File: config.mk
export PLATFORM = sky130hd
export DESIGN_NAME = edv_back
export DESIGN_NICKNAME = d
export VERILOG_FILES = /design/src/rtl/edv_pkg.sv /design/src/rtl/edv_back.sv
export SDC_FILE = /design/constraint.sdc
export NUM_CORES = 1
export LEC_CHECK = 0
export ABC_AREA = 1
export CAP_MARGIN = 20
export CORE_MARGIN = 10
export CORE_UTILIZATION = 35
export CTS_CLUSTER_SIZE = 16
export DETAILED_ROUTE_END_ITERATION = 12
export DONT_BUFFER_PORTS = 1
export PLACE_DENSITY = 0.46
export REMOVE_ABC_BUFFERS = 1
export SLEW_MARGIN = 5
export SYNTH_ARGS = -nofsm -noshare
export SYNTH_HDL_FRONTEND = slang
export SYNTH_SLANG_ARGS = --single-unit
File: constraint.sdc
create_clock -name clock -period 3.5 [get_ports clock]
set_input_delay 0.7 -clock clock [delete_from_list [all_inputs] [get_ports clock]]
set_output_delay 0.7 -clock clock [all_outputs]
set_load 0.01 [all_outputs]
File: src/rtl/edv_pkg.sv
`default_nettype none

package edv_pkg;

   // Operand width; the quotient carries one more bit.
   localparam int unsigned DataWidth = 32;
   localparam int unsigned QuoWidth  = DataWidth + 1;

   // Number of division cells, one per bit of the quotient magnitude.
   localparam int unsigned NumCells  = DataWidth;

   // One word on the request channel.
   typedef struct packed {
      logic signed [DataWidth-1:0] dividend;
      logic signed [DataWidth-1:0] divisor;
   } req_type;

   // One word on the response channel.
   typedef struct packed {
      logic signed [QuoWidth-1:0] quotient;
      logic                       divide_by_zero;
   } rsp_type;

   // Working state handed from cell to cell.
   // quo_dvd holds the dividend magnitude, shifted left one bit per cell,
   // while the quotient bits fill in from the bottom.
   typedef struct packed {
      logic [DataWidth-1:0] rem;
      logic [DataWidth-1:0] quo_dvd;
      logic [DataWidth-1:0] dvs;
      logic                 a_neg;
      logic                 b_neg;
      logic                 dbz;
   } stage_type;

endpackage

`default_nettype wire

File: src/rtl/edv_back.sv
`default_nettype none

module edv_back (
   input  wire logic                clock,
   input  wire logic                reset,
   input  wire logic                valid_in,
   output logic                     ready_out,
   input  wire edv_pkg::stage_type  stage_in,
   output logic                     rsp_valid,
   input  wire logic                rsp_ready,
   output edv_pkg::rsp_type         rsp_data
);

   logic                             rsp_valid_ff;
   edv_pkg::rsp_type                 rsp_data_ff;
   edv_pkg::rsp_type                 rsp_data_in;
   logic [edv_pkg::QuoWidth-1:0]     ext;
   logic                             inc;
   logic                             q_neg;

   assign ready_out = !rsp_valid_ff || rsp_ready;

   // Euclidean fixup: a negative dividend with a remainder rounds the magnitude
   // up by one. Negating q+1 is just the complement of q, so one adder suffices.
   always_comb begin
      ext   = {1'b0, stage_in.quo_dvd};
      inc   = stage_in.a_neg && (stage_in.rem != '0);
      q_neg = stage_in.a_neg ^ stage_in.b_neg;
      rsp_data_in.divide_by_zero = stage_in.dbz;
      if (stage_in.dbz) begin
         rsp_data_in.quotient = '0;
      end else if (q_neg) begin
         rsp_data_in.quotient = inc ? ~ext : (~ext + 1'b1);
      end else begin
         rsp_data_in.quotient = ext + {{(edv_pkg::QuoWidth-1){1'b0}}, inc};
      end
   end

   // Output valid flag.
   always_ff @(posedge clock) begin
      if (reset) begin
         rsp_valid_ff <= 1'b0;
      end else if (ready_out) begin
         rsp_valid_ff <= valid_in;
      end
   end

   // Output word register.
   always_ff @(posedge clock) begin
      if (ready_out && valid_in) begin
         rsp_data_ff <= rsp_data_in;
      end
   end

   assign rsp_valid = rsp_valid_ff;
   assign rsp_data  = rsp_data_ff;

endmodule

`default_nettype wire

==> impl_metrics.yaml <==
run_status:
  outcome: "finished, final reports clean"
power_and_ir_drop:
  intPower_uw: 741
  p_total_mw: 1.12
  power_density_nw_per_um2: 281
  power_frac_clock_pct: 30.5
  p_leak_nw: 1.68
  switching_share_pct: 33.6
  peakVddDrop_mv: 0.157
  comb_power_share_pct: 21.8
  pwr-share-seq_pct: 47.7
  switchingPower_uw: 376
clock_tree:
  cts_tree: "done"
  cts_buffers: 5
  cts_buffer_depth: 2
  clk_pin_slew_worst_paths_ns: 0.08
  clock_latency_ns: 0.31
  htreeDepth: 2
  cts_sinks: 35
  root_buffer: "clkbuf_8"
  hold_buffers: 0
  cts_setup_buffers: 0
  cts.repair.resized: 0
die:
  rows: 37
  io_pins: 139
  start_util_pct: 36.3
  die_area_sq_um: 15400
  die_h_um: 124
  fp.coreArea_sq_um: 10400
  dieWidth_um: 124
critical_path:
  slowest_stage: "ha_1"
  cp.arrival_ns: 2.90
  crit_chain: "nor2_1 -> nand2_1 -> nor2_1 -> nand2_1 -> o21ai_4 -> inv_1 -> ha_1 -> ha_1 -> inv_1 -> nor2_4 -> nand3_1 -> nor2_1 -> nand4_1 -> a21oi_1 -> nor2_1"
  cpPeakStageDelay_ns: 0.34
  worstSetupStartpointType: "input pin"
  reg2reg_setup_slack_ns: 1.89
  path_max_fanout: 7
  end_kind: "flip-flop"
  path_class: "in2reg"
  path_delay_family: "simple AND/OR/NAND/NOR gates"
  cp_num_buf_inv: 2
  cp.required_ns: 3.57
  crit_top_cell: "nor2_1"
timing:
  finalCritPeriodShare_pct: 81.0
  worst_pin_slew_ns: 0.609
  clock.fmax_ghz: 0.353
  slew_viol_final: 0
  clock-skew-final_ns: 0.0191
  relSlewSlack_pct: 59.1
  setup_viol: 0
  rsz0062_at_grt: "false"
  whs_ns: 0.463
  final_hold_viol_count: 0
  tns_ns: 0
  post-route-min-period_ns: 2.84
placement:
  placed_area_sq_um: 3880
  hpwl_um: 10600
  placedCellCount: 750
  gp_congestion: 0.899
  port_buffers: 0
yosys:
  seq_area_frac_synth_pct: 27.5
  syn_area_per_cell_sq_um: 5.97
  syn-cell-area_sq_um: 3780
  ys_types: 30
  yosysWarnings: 0
  ys_ff_latch: 35
  syn_inst: 634
grt:
  grt_pass1_vias: 3950
  grt-ovfl-total: 0
  grt_max_degree: 34
  grt_pass1_wl_um: 21800
  antenna_found_initial: 0
  global_route.usage.total_pct: 18.2
final_layout:
  final_cell_mix: "nand2_1 (225), nor2_1 (103), nand3_1 (63), inv_1 (45), edfxtp_1 (34)"
  final_cell_count_no_fill: 758
  final_common_cell: "nand2_1"
  fin_area_sq_um: 3970
  nets: 727
  drive_gt1_share_pct: 6.91
  syn_to_final_growth_pct: 4.99
  antenna_cells: 0
  fillers: 1176
drt:
  dr.pass1.iters: 7
  viasPerCell: 5.26
  routedWlPerCell_um: 18.0
  wl_um: 13600
  drc: 0
  ant_nets: 0
  vias: 3984
  initialDrtViolationCount: 259
job:
  cap_viol_max_count: 0
hold_path:
  hold_class: "in2reg"
worst reg2reg max path, cell delays in order (launching register included):
cell and delay (ns):
dfxtp_1 0.38, a21oi_4 0.52, buf_4 0.39
Yosys cell counts, drive strengths merged:
cell | instances | area [sq um]
a21oi | 33 | 165
and3 | 2 | 12.5
buf | 16 | 93.8
clkbuf | 9 | 35.0
clkinv | 1 | 3.75
dfxtp | 1 | 20.0
edfxtp | 34 | 1020
ha | 3 | 37.5
inv | 56 | 210
nand2 | 228 | 863
nand3 | 65 | 335
nand3b | 6 | 45.0
nand4 | 19 | 119
nor2 | 111 | 452
nor3 | 20 | 120
o21ai | 6 | 41.3
o21bai | 1 | 7.51
xnor2 | 1 | 8.76
xor2 | 22 | 193
flip-flops by register name, summed over array words and instances, names as in the netlist:
name,flops
rsp_data,34
rsp_valid,1
area by class of cell:
| type | count | area, sq um | share of cell area (%) |
|---|---|---|---|
| Multi-Input combinational cell | 517 | 2420 | 60.9 |
| Sequential cell | 35 | 1040 | 26.2 |
| Inverter | 57 | 214 | 5.39 |
| Tap cell | 136 | 170 | 4.28 |
| Clock buffer | 7 | 86.3 | 2.17 |
| Timing Repair Buffer | 5 | 37.5 | 0.945 |
| Clock inverter | 1 | 5.00 | 0.126 |
path summary, 6_finish.rpt:
kind	startpoint	cells after the start	end
max	stage_in[68]	15	rsp_data[31]
min	reset	1	rsp_valid
max reg2reg	rsp_valid	2	rsp_data[16]
min reg2reg	rsp_valid	2	rsp_valid
stage by stage:
| stage | setup slack [ns] | utilization [%] |
|---|---|---|
| after floorplan | 0.375 | - |
| after global placement | 0.358 | 37.3 |
| after detailed placement | 0.352 | 37.3 |
| after CTS | 0.670 | 38.1 |
| after global routing | 0.463 | 38.1 |
| final | 0.663 | 38.1 |
power by group through the flow:
stage	logic, mW	clock network (mW)	registers (mW)
2_1_floorplan	0.181	0	0.539
3_3_place_gp	0.242	0	0.545
3_5_place_dp	0.244	0	0.545
4_1_cts	0.245	0.345	0.536
5_1_grt	0.283	0.362	0.538
6_report	0.243	0.340	0.533
layer usage:
layer	global-route usage (%)	routed length [um]	vias to the layer above
li1	-	-	2018
met1	24.2	6320	1841
met2	29.2	6230	114
met3	3.89	897	11
met4	4.96	189	0
met5	0	0	-
kinds of logic (layout without fill, tap and decap cells):
group / after synthesis / after routing / share of synthesized area, %
and+or+nand+nor: 451 / 451 / 51.5
xor gates and xnor gates: 23 / 23 / 5.32
adders and majority gates: 3 / 3 / 0.992
AOI/OAI and AO/OA: 40 / 40 / 5.65
DFF: 35 / 35 / 27.5
buffers and inverters: 82 / 70 / 9.06
No activity file was read; power rests on OpenSTA's default activity.
