[config.mk]
export PLATFORM = sky130hd
export DESIGN_NAME = edv_front
export DESIGN_NICKNAME = d
export VERILOG_FILES = /design/src/rtl/edv_pkg.sv /design/src/rtl/edv_front.sv
export SDC_FILE = /design/constraint.sdc
export NUM_CORES = 1
export LEC_CHECK = 0
export BUFFER_PORTS_ARGS = -buffer_cell sky130_fd_sc_hd__buf_4
export CORE_MARGIN = 2
export CORE_UTILIZATION = 30
export DETAILED_ROUTE_END_ITERATION = 12
export HOLD_SLACK_MARGIN = 0.1
export PLACE_DENSITY_LB_ADDON = 0.2
export SYNTH_ARGS = -nofsm -noshare
export SYNTH_HDL_FRONTEND = slang
export SYNTH_SLANG_ARGS = --single-unit
[constraint.sdc]
create_clock -name clock -period 3.3 [get_ports clock]
set_clock_uncertainty 0.2 [all_clocks]
set_input_delay 0.66 -clock clock [delete_from_list [all_inputs] [get_ports clock]]
set_output_delay 0.66 -clock clock [all_outputs]
set_load 0.005 [all_outputs]
[src/rtl/edv_pkg.sv]
`default_nettype none

package edv_pkg;

   // Operand width; the quotient carries one more bit.
   localparam int unsigned DataWidth = 32;
   localparam int unsigned QuoWidth  = DataWidth + 1;

   // Number of division cells, one per bit of the quotient magnitude.
   localparam int unsigned NumCells  = DataWidth;

   // One word on the request channel.
   typedef struct packed {
      logic signed [DataWidth-1:0] dividend;
      logic signed [DataWidth-1:0] divisor;
   } req_type;

   // One word on the response channel.
   typedef struct packed {
      logic signed [QuoWidth-1:0] quotient;
      logic                       divide_by_zero;
   } rsp_type;

   // Working state handed from cell to cell.
   // quo_dvd holds the dividend magnitude, shifted left one bit per cell,
   // while the quotient bits fill in from the bottom.
   typedef struct packed {
      logic [DataWidth-1:0] rem;
      logic [DataWidth-1:0] quo_dvd;
      logic [DataWidth-1:0] dvs;
      logic                 a_neg;
      logic                 b_neg;
      logic                 dbz;
   } stage_type;

endpackage

`default_nettype wire

[src/rtl/edv_front.sv]
`default_nettype none

module edv_front (
   input  wire logic              clock,
   input  wire logic              reset,
   input  wire logic              req_valid,
   output logic                   req_ready,
   input  wire edv_pkg::req_type  req_data,
   output logic                   valid_out,
   input  wire logic              ready_in,
   output edv_pkg::stage_type     stage_out
);

   logic                  valid_ff;
   edv_pkg::stage_type    stage_ff;
   edv_pkg::stage_type    stage_in;
   logic                  take;

   // Take a new word whenever this stage is empty or drains this cycle.
   assign req_ready = !valid_ff || ready_in;
   assign take      = req_valid && req_ready;

   // Split the operands into sign and magnitude.
   always_comb begin
      stage_in.a_neg   = req_data.dividend[edv_pkg::DataWidth-1];
      stage_in.b_neg   = req_data.divisor[edv_pkg::DataWidth-1];
      stage_in.quo_dvd = stage_in.a_neg ? (~req_data.dividend + 1'b1) : req_data.dividend;
      stage_in.dvs     = stage_in.b_neg ? (~req_data.divisor + 1'b1) : req_data.divisor;
      stage_in.rem     = '0;
      stage_in.dbz     = (req_data.divisor == '0);
   end

   // Occupancy flag.
   always_ff @(posedge clock) begin
      if (reset) begin
         valid_ff <= 1'b0;
      end else if (req_ready) begin
         valid_ff <= req_valid;
      end
   end

   // Payload register.
   always_ff @(posedge clock) begin
      if (take) begin
         stage_ff <= stage_in;
      end
   end

   assign valid_out = valid_ff;
   assign stage_out = stage_ff;

endmodule

`default_nettype wire

==> key figures <==
Run status
  • Status: completed

CTS
  • Post-CTS setup buffer count: 0
  • Cts bufs inserted: 9
  • Clock sink count: 68
  • Post-CTS Hold Buffers: 0
  • Skew-Pair Late Insertion Delay: 330 ps
  • CTS clk-pin slew, worst paths: 60 ps
  • CTS tree: yes
  • Post-cts gate resize count: 0
  • Clk buf depth: 2
  • H-Tree Level Count: 3
  • Clk root buf: clkbuf_16

Finish
  • Final std cells w/o fill: 633
  • Antenna diodes: 0
  • FILL cells: 1213
  • Post-Layout Inst Area: 5187 µm²
  • Multi-input logic area: 1577 µm²
  • Share of cells above drive strength 1: 35.79%
  • Layout Utilization: 41.61%
  • Final #Nets: 528
  • P&R area growth vs syn: 36.65%
  • Sequential standard cell area: 2032 µm²

GRT
  • Global Route Usage Sum: 13.73%
  • Initial antenna violation count: 0
  • Largest net degree at the start of global routing: 68
  • Total gr overflow: 0
  • Number of global-route vias before repair: 2810
  • First-pass GRT wire length: 14000 µm

Yosys
  • Synth Warn #: 0
  • Cells after synthesis: 315
  • Syn avg cell area: 12.05 µm²
  • Flops & latches, synth: 68
  • Synthesized area: 3796 µm²
  • Unique masters post-synth: 37
  • Sequential area share after synthesis: 53.53%

STA
  • Finish-stage setup viols: 0
  • Worst-margin pin slew: 618.0 ps
  • Max-slew headroom: 58.46%
  • Max Clk Rate: 404.1 MHz
  • Setup TNS: 0 ps
  • Unrepaired setup endpoints after global routing: false
  • Hold Vio Cnt, Final: 0
  • Final period util: 75.00%
  • Minimum clock period: 2475 ps
  • Slew Limit Fails: 0

Routing
  • Wirelength per Cell: 14.52 µm
  • Vias: 2914
  • Initial DRC count: 145
  • Drt total wl: 9194 µm
  • Vias per Instance: 4.603
  • Post-route ant nets: 0
  • DRC: 0
  • First-pass iteration count of the detailed router: 4

Setup path
  • Crit Path Category: in2reg
  • Worst setup SP type: input port
  • CP endpoint kind: flop
  • Required @ worst endpoint: 3180 ps
  • Worst EP arrival: 2350 ps
  • Reg2reg setup slack: 1800 ps
  • CP max FO: 8

Floorplan
  • Die height: 116.5 µm
  • I/O pin total: 169
  • Die width: 116.5 µm
  • DIE AREA: 13570 µm²
  • Initial Util: 30.45%
  • Core area: 12470 µm²
  • Standard-cell rows: 41

Placement
  • Cell total after placement: 617
  • Placement Cell Area: 4895 µm²
  • Dpl hpwl: 6888 µm
  • RD Place Congestion: 0.7925
  • # port buffers: 136

Pwr
  • Power Density: 460.8 nW/µm²
  • Power, Total: 2.390 mW
  • LEAKAGE: 1.959 nW
  • Worst IR drop on VDD: 0.0002032 V

Worst hold path
  • HP Class: in2reg

Job
  • Max cap viols: 0
==> report_power, final <==
| group | switching (mW) | internal (mW) | leakage (nW) | total [mW] |
|---|---|---|---|---|
| registers | 0.0195 | 1.04 | 0.657 | 1.06 |
| logic | 0.180 | 0.200 | 1.15 | 0.380 |
| clock network | 0.370 | 0.581 | 0.149 | 0.951 |
| total | 0.570 | 1.82 | 1.96 | 2.39 |
==> path summary, 6_finish.rpt <==
path	end	startpoint	cells past startpoint
max	stage_out[56]$_DFFE_PP_	req_data[41]	5
min	valid_out$_SDFFE_PP0N_	reset	2
max reg2reg	stage_out[0]$_DFFE_PP_	valid_out$_SDFFE_PP0N_	3
min reg2reg	valid_out$_SDFFE_PP0N_	valid_out$_SDFFE_PP0N_	2
==> placed cells by master, fill, tap and decap left out, types with 4 or more instances in the layout <==
cell | netlist | final
inv_1 | 6 | 6
nand2_1 | 24 | 24
o21ai_0 | 16 | 16
ha_1 | 4 | 4
nand3_1 | 4 | 4
clkbuf_16 | 0 | 9
nand4_1 | 6 | 6
conb_1 | 1 | 32
nand2b_1 | 10 | 10
edfxtp_1 | 67 | 67
nor3_1 | 6 | 6
nor4_1 | 10 | 10
or4_1 | 4 | 4
clkinv_2 | 0 | 4
o41ai_1 | 13 | 13
nor2_1 | 7 | 7
or3_1 | 4 | 4
xnor2_1 | 57 | 57
buf_4 | 32 | 137
o31ai_1 | 16 | 16
==> flip-flops by register name (all words and copies together), names as in the netlist <==
register / cells
valid_out: 1
stage_out: 67
==> Yosys cell counts (all sizes together) <==
cell | instances | share of area, %
a21oi | 2 | 0.26
and2 | 1 | 0.16
buf | 32 | 6.3
clkbuf | 6 | 0.86
clkdlybuf4s15 | 1 | 0.26
conb | 1 | 0.099
dfxtp | 1 | 0.53
edfxtp | 67 | 53
ha | 4 | 1.3
inv | 6 | 0.59
nand2 | 24 | 2.4
nand2b | 10 | 1.6
nand3 | 4 | 0.53
nand3b | 2 | 0.40
nand4 | 7 | 1.3
nand4b | 1 | 0.23
nor2 | 7 | 0.69
nor2b | 1 | 0.16
nor3 | 6 | 0.79
nor4 | 14 | 3.4
nor4b | 2 | 0.46
o21ai | 16 | 2.1
o31ai | 16 | 3.2
o41ai | 14 | 3.4
or2 | 1 | 0.16
or3 | 5 | 0.86
or4 | 5 | 1.1
or4b | 1 | 0.36
xnor2 | 57 | 13
xor2 | 1 | 0.23
==> area by class of cell <==
type	count	share of cell area [%]
Sequential cell	68	39.17
Tap cell	172	4.149
Inverter	6	0.4342
Clock buffer	9	4.342
Clock inverter	7	1.302
Multi-Input combinational cell	233	30.39
Timing Repair Buffer	138	20.21
==> layer usage <==
layer  up-vias  global-route usage, %  share of wire, %
met4         0                  6.825               2.1
met5         -                      0                 0
li1       1404                      -                 -
met3        14                  4.878               9.0
met2       123                  22.29                48
met1      1373                  16.15                41
==> through the flow <==
step	worst slack (ps)	hold WS [ps]
floorplan	268.3	322.5
global placement	484.0	294.2
detailed placement	432.7	332.1
CTS	802.0	259.5
global route	638.5	269.6
finish	825.1	274.4
==> worst max-delay path, stage by stage <==
cell	delay, ps
buf_4	120
nor4_2	580
nand4_1	440
o41ai_1	440
xnor2_1	100
==> logic make-up (layout without fill, tap and decap cells) <==
family | count (synthesis) | in the layout | share of synthesized area, %
and+or+nand+nor | 91 | 91 | 14.67
buffers and inverters | 45 | 160 | 8.042
DFF | 68 | 68 | 53.53
AOI/OAI and AO/OA | 48 | 48 | 8.965
xor gates and xnor gates | 58 | 58 | 13.38
adders and majority gates | 4 | 4 | 1.318
other | 1 | 32 | 0.09878
No activity file was read; power rests on OpenSTA's default activity.
