**config.mk**
```make
export PLATFORM = sky130hd
export DESIGN_NAME = edv_cell
export DESIGN_NICKNAME = d
export VERILOG_FILES = /design/src/rtl/edv_pkg.sv /design/src/rtl/edv_cell.sv
export SDC_FILE = /design/constraint.sdc
export NUM_CORES = 1
export LEC_CHECK = 0
export BUFFER_PORTS_ARGS = -buffer_cell sky130_fd_sc_hd__buf_2
export CAP_MARGIN = 10
export CORE_ASPECT_RATIO = 1.4
export CORE_MARGIN = 4
export CORE_UTILIZATION = 53
export CTS_CLUSTER_DIAMETER = 150
export CTS_CLUSTER_SIZE = 14
export DETAILED_ROUTE_END_ITERATION = 8
export GPL_TIMING_DRIVEN = 0
export PLACE_DENSITY = 0.93
export SYNTH_ARGS = -nofsm -noshare
export SYNTH_HDL_FRONTEND = slang
export SYNTH_SLANG_ARGS = --single-unit
export TNS_END_PERCENT = 10
```
**constraint.sdc**
```tcl
create_clock -name clock -period 8.3 [get_ports clock]
set_clock_uncertainty 0.2 [all_clocks]
set_input_delay 0.415 -clock clock [delete_from_list [all_inputs] [get_ports clock]]
set_output_delay 0.415 -clock clock [all_outputs]
set_load 0.02 [all_outputs]
```
**src/rtl/edv_pkg.sv**
```systemverilog
`default_nettype none

package edv_pkg;

   // Operand width; the quotient carries one more bit.
   localparam int unsigned DataWidth = 32;
   localparam int unsigned QuoWidth  = DataWidth + 1;

   // Number of division cells, one per bit of the quotient magnitude.
   localparam int unsigned NumCells  = DataWidth;

   // One word on the request channel.
   typedef struct packed {
      logic signed [DataWidth-1:0] dividend;
      logic signed [DataWidth-1:0] divisor;
   } req_type;

   // One word on the response channel.
   typedef struct packed {
      logic signed [QuoWidth-1:0] quotient;
      logic                       divide_by_zero;
   } rsp_type;

   // Working state handed from cell to cell.
   // quo_dvd holds the dividend magnitude, shifted left one bit per cell,
   // while the quotient bits fill in from the bottom.
   typedef struct packed {
      logic [DataWidth-1:0] rem;
      logic [DataWidth-1:0] quo_dvd;
      logic [DataWidth-1:0] dvs;
      logic                 a_neg;
      logic                 b_neg;
      logic                 dbz;
   } stage_type;

endpackage

`default_nettype wire

```
**src/rtl/edv_cell.sv**
```systemverilog
`default_nettype none

module edv_cell (
   input  wire logic                clock,
   input  wire logic                reset,
   input  wire logic                valid_in,
   output logic                     ready_out,
   input  wire edv_pkg::stage_type  stage_in,
   output logic                     valid_out,
   input  wire logic                ready_in,
   output edv_pkg::stage_type       stage_out
);

   logic                       valid_ff;
   edv_pkg::stage_type         stage_ff;
   edv_pkg::stage_type         step;
   logic [edv_pkg::DataWidth:0] trial;
   logic [edv_pkg::DataWidth:0] diff;
   logic                       fits;

   assign ready_out = !valid_ff || ready_in;

   // One restoring step: bring down the next dividend bit and try the divisor.
   always_comb begin
      trial        = {stage_in.rem, stage_in.quo_dvd[edv_pkg::DataWidth-1]};
      diff         = trial - {1'b0, stage_in.dvs};
      fits         = (trial >= {1'b0, stage_in.dvs});
      step         = stage_in;
      step.rem     = fits ? diff[edv_pkg::DataWidth-1:0] : trial[edv_pkg::DataWidth-1:0];
      step.quo_dvd = {stage_in.quo_dvd[edv_pkg::DataWidth-2:0], fits};
   end

   // Occupancy flag; a bubble is squeezed out when the next cell is full.
   always_ff @(posedge clock) begin
      if (reset) begin
         valid_ff <= 1'b0;
      end else if (ready_out) begin
         valid_ff <= valid_in;
      end
   end

   // Payload register.
   always_ff @(posedge clock) begin
      if (ready_out && valid_in) begin
         stage_ff <= step;
      end
   end

   assign valid_out = valid_ff;
   assign stage_out = stage_ff;

   // A held word must not change while the next cell is full.
   assert property (@(posedge clock) disable iff (reset)
      valid_ff && !ready_in |=> valid_ff && $stable(stage_ff))
      else $error("edv_cell: held word changed under stall");

   // The partial remainder stays below the divisor in every valid non-zero-divisor word.
   assert property (@(posedge clock) disable iff (reset)
      valid_ff && !stage_ff.dbz |-> stage_ff.rem < stage_ff.dvs)
      else $error("edv_cell: partial remainder not below divisor");

   // Reset empties the cell.
   assert property (@(posedge clock)
      reset |=> !valid_ff)
      else $error("edv_cell: cell not empty after reset");

endmodule

`default_nettype wire

```
==> impl_results.md <==
* Status: complete, no violations
* Clock Power Share at between 20 and 30%
* # setup viols final at 0
* Ys flop type: edfxtp_1
* Largest net degree at the start of global routing at 64
* CTS tree: done
* H-tree depth at 3
* Grt total ovfl at 0
* Wire length per cell at ~17 um
* Switching part of the total at between 20 and 30%
* Max IR drop VDD at 0.116 mV
* Syn Std Cell Area at between 0.005 and 0.006 mm^2
* Post-Place Cells at ~780
* RSZ-0062 raised after global routing: false
* Endpoints failing hold at 0
* Most frequent cells in the layout: 207 x buf_2, 99 x edfxtp_1, 56 x a21oi_1
* Clock Path Buffers at 2
* CTS clk-pin slew, worst paths at 0.07 ns
* Routed Antenna Nets at 0
* Layout Cells excl Fill at 797
* Clock sink count at 100
* Final slew viol count at 0
* Initial core utilization at around 55%
* Max-slew headroom at roughly three fifths
* Port Buffers at slightly above 200
* Die area at between 0.01 and 0.015 mm^2
* First-pass GRT wire length at about 22000 um
* Max frequency at around 260 MHz
* CP endpoint kind: flop
* Post-Route WL at 13800 um
* # IOs at a little over 200
* Logic gate share of total power at 24.4%
* Maxcap violations at 0
* Warnings, synthesis at 0
* Clk_lat worst skew at 0.33 ns
* Number of register bits inferred by synthesis at 100
* Vias in the first global route at about 4.6k
* Setup Fix Bufs, Post-CTS at 0
* Diodes inserted at 0
* DIE WIDTH at slightly above 90 um
* Total CTS buffers at 9
* Post-Syn Instances at around 450
* Syn-to-layout area delta at 28.8%
* CORE AREA at between 0.009 and 0.01 mm^2
* Syn_area_per_cell at between 10 and 15 um^2
* Overall power at between 1 and 1.5 mW
* Ys async rst share at 0%
* Starting DRT DRC Count at about 280
* Reg power frac at a little under half
* Final Cycle Share at about 46%
* Post-Syn Nets at ~580
* Vias per cell at approximately 5.6
* Initial antenna violation count at 0
* Clk Tree Root Cell: clkbuf_16
* Synth top area cells: edfxtp_1 57%, ha_1 7.7%, a21oi_1 5.4%, inv_1 2.8%, nor2_1 2.7%
* Crit-path max FO at 3
* Synth unique cells at 48
* Rows at 42
* Total track usage at between 20% and 30%
* CP arrival at roughly 3.7 ns
* Number of enable flip-flop cells after synthesis at 99
* Final nets at ~800
* TNS Setup at 0 ns
* DR DRC count at 0
* Post-synthesis sequential area ratio at between 50 and 60%
* CTS hold repair buffers at 0
* Pre-antenna DRT Iters at 7
* Cell Int Power at about 0.94 mW
* Post-cts sizing count at 0
* Share of cells above drive strength 1 at between 30% and 40%
* Die height at 125 um
* Worst Setup Start Kind: input port
* Commonest non-fill, non-tap cell in the layout: buf_2
* Period minus WS final at between 3 and 4 ns
* Detailed Place HPWL at roughly 11000 um
* Pleak at between 3 and 4 nW
* Tightest Hold Check Type: in2reg
* Most area-hungry cell type in the Yosys netlist: edfxtp_1
* Tightest Pin Transition at just over 0.6 ns
* WHS at roughly 0.026 ns
* Via count at 4437
* Switching power at around 0.40 mW
* Pwr per Cell Area at about 200 mW/mm^2
* Critical path class: in2reg
* Final core utilization at between 70% and 80%
* Synth top area share at 57.1%
* Critical path data required time at around 8.2 ns
* Final GP Congestion at 0.908
[final timing paths]
check	from	to	slack [ns]	depth (start not counted)
max	stage_in[3]	stage_out[97]$_DFFE_PP_	4.46	12
min	reset	valid_out$_SDFFE_PP0N_	0.03	2
max reg2reg	valid_out$_SDFFE_PP0N_	stage_out[60]$_DFFE_PP_	6.50	3
min reg2reg	valid_out$_SDFFE_PP0N_	valid_out$_SDFFE_PP0N_	0.32	2
[Yosys cell counts (5+ instances only)]
library cell and n:
nand2b_1 5, o21ai_0 15, clkbuf_1 8, o21a_1 6, inv_1 39, edfxtp_1 99
nand2_1 28, xor2_1 12, nor2_1 37, nand4_1 7, a21o_1 13, xnor2_1 15
ha_1 32, mux2_2 6, a21oi_1 56, nand3_1 8
[per-stage QoR]
stage | instance area [um^2] | setup WS, ns
after detailed placement | 6410 | 4.21
after global placement | 6380 | 4.00
final | 6700 | 4.46
after global routing | 6700 | 4.36
after CTS | 6700 | 4.55
after floorplan | 5200 | 4.62
[cell type report]
cell class / instances / area, um^2
sequential: 100 / 2990
fill: 686 / 2810
multi-input combinational: 291 / 1990
timing repair buffer: 204 / 1040
clock buffer: 10 / 229
tap: 132 / 165
inverter: 39 / 146
buffer: 15 / 72.6
clock inverter: 6 / 57.6
[critical path: stages]
cell,delay (ns)
buf_2,0.11
ha_1,0.23
fa_1,0.44
nand2b_1,0.20
a21oi_1,0.16
o2111ai_1,0.26
o311a_1,0.40
a21oi_1,0.29
a21oi_1,0.22
o41ai_1,0.55
xor2_1,0.14
mux2_1,0.31
[kinds of logic after synthesis]
kind of cell / Yosys count / share of synthesized area [%]
buf+inv: 54 / 4.21
compound gates: 119 / 14.4
simple gates: 100 / 8.73
xor+xnor: 27 / 4.55
fa+ha+maj: 33 / 8.08
mux: 12 / 2.55
flops: 100 / 57.5
[state kept, by name, summed over array words and instances, names as in the netlist]
name,flops
stage_out,99
valid_out,1
[routing by layer]
metal,up-vias,wire length [um],GRT usage (%)
li1,2065,-,-
met1,2084,4740,24.8
met2,249,7590,46.0
met3,39,1130,5.05
met4,0,353,8.66
met5,-,0,0
[power groups by stage]
| stage | clock, mW | sequential, mW | combinational, mW |
|---|---|---|---|
| after floorplan | 0 | 0.686 | 0.159 |
| after global placement | 0 | 0.632 | 0.309 |
| after detailed placement | 0 | 0.630 | 0.322 |
| after CTS | 0.403 | 0.620 | 0.325 |
| after global routing | 0.428 | 0.622 | 0.357 |
| final | 0.399 | 0.619 | 0.329 |
Note: power is estimated with default switching activity, not from simulation.
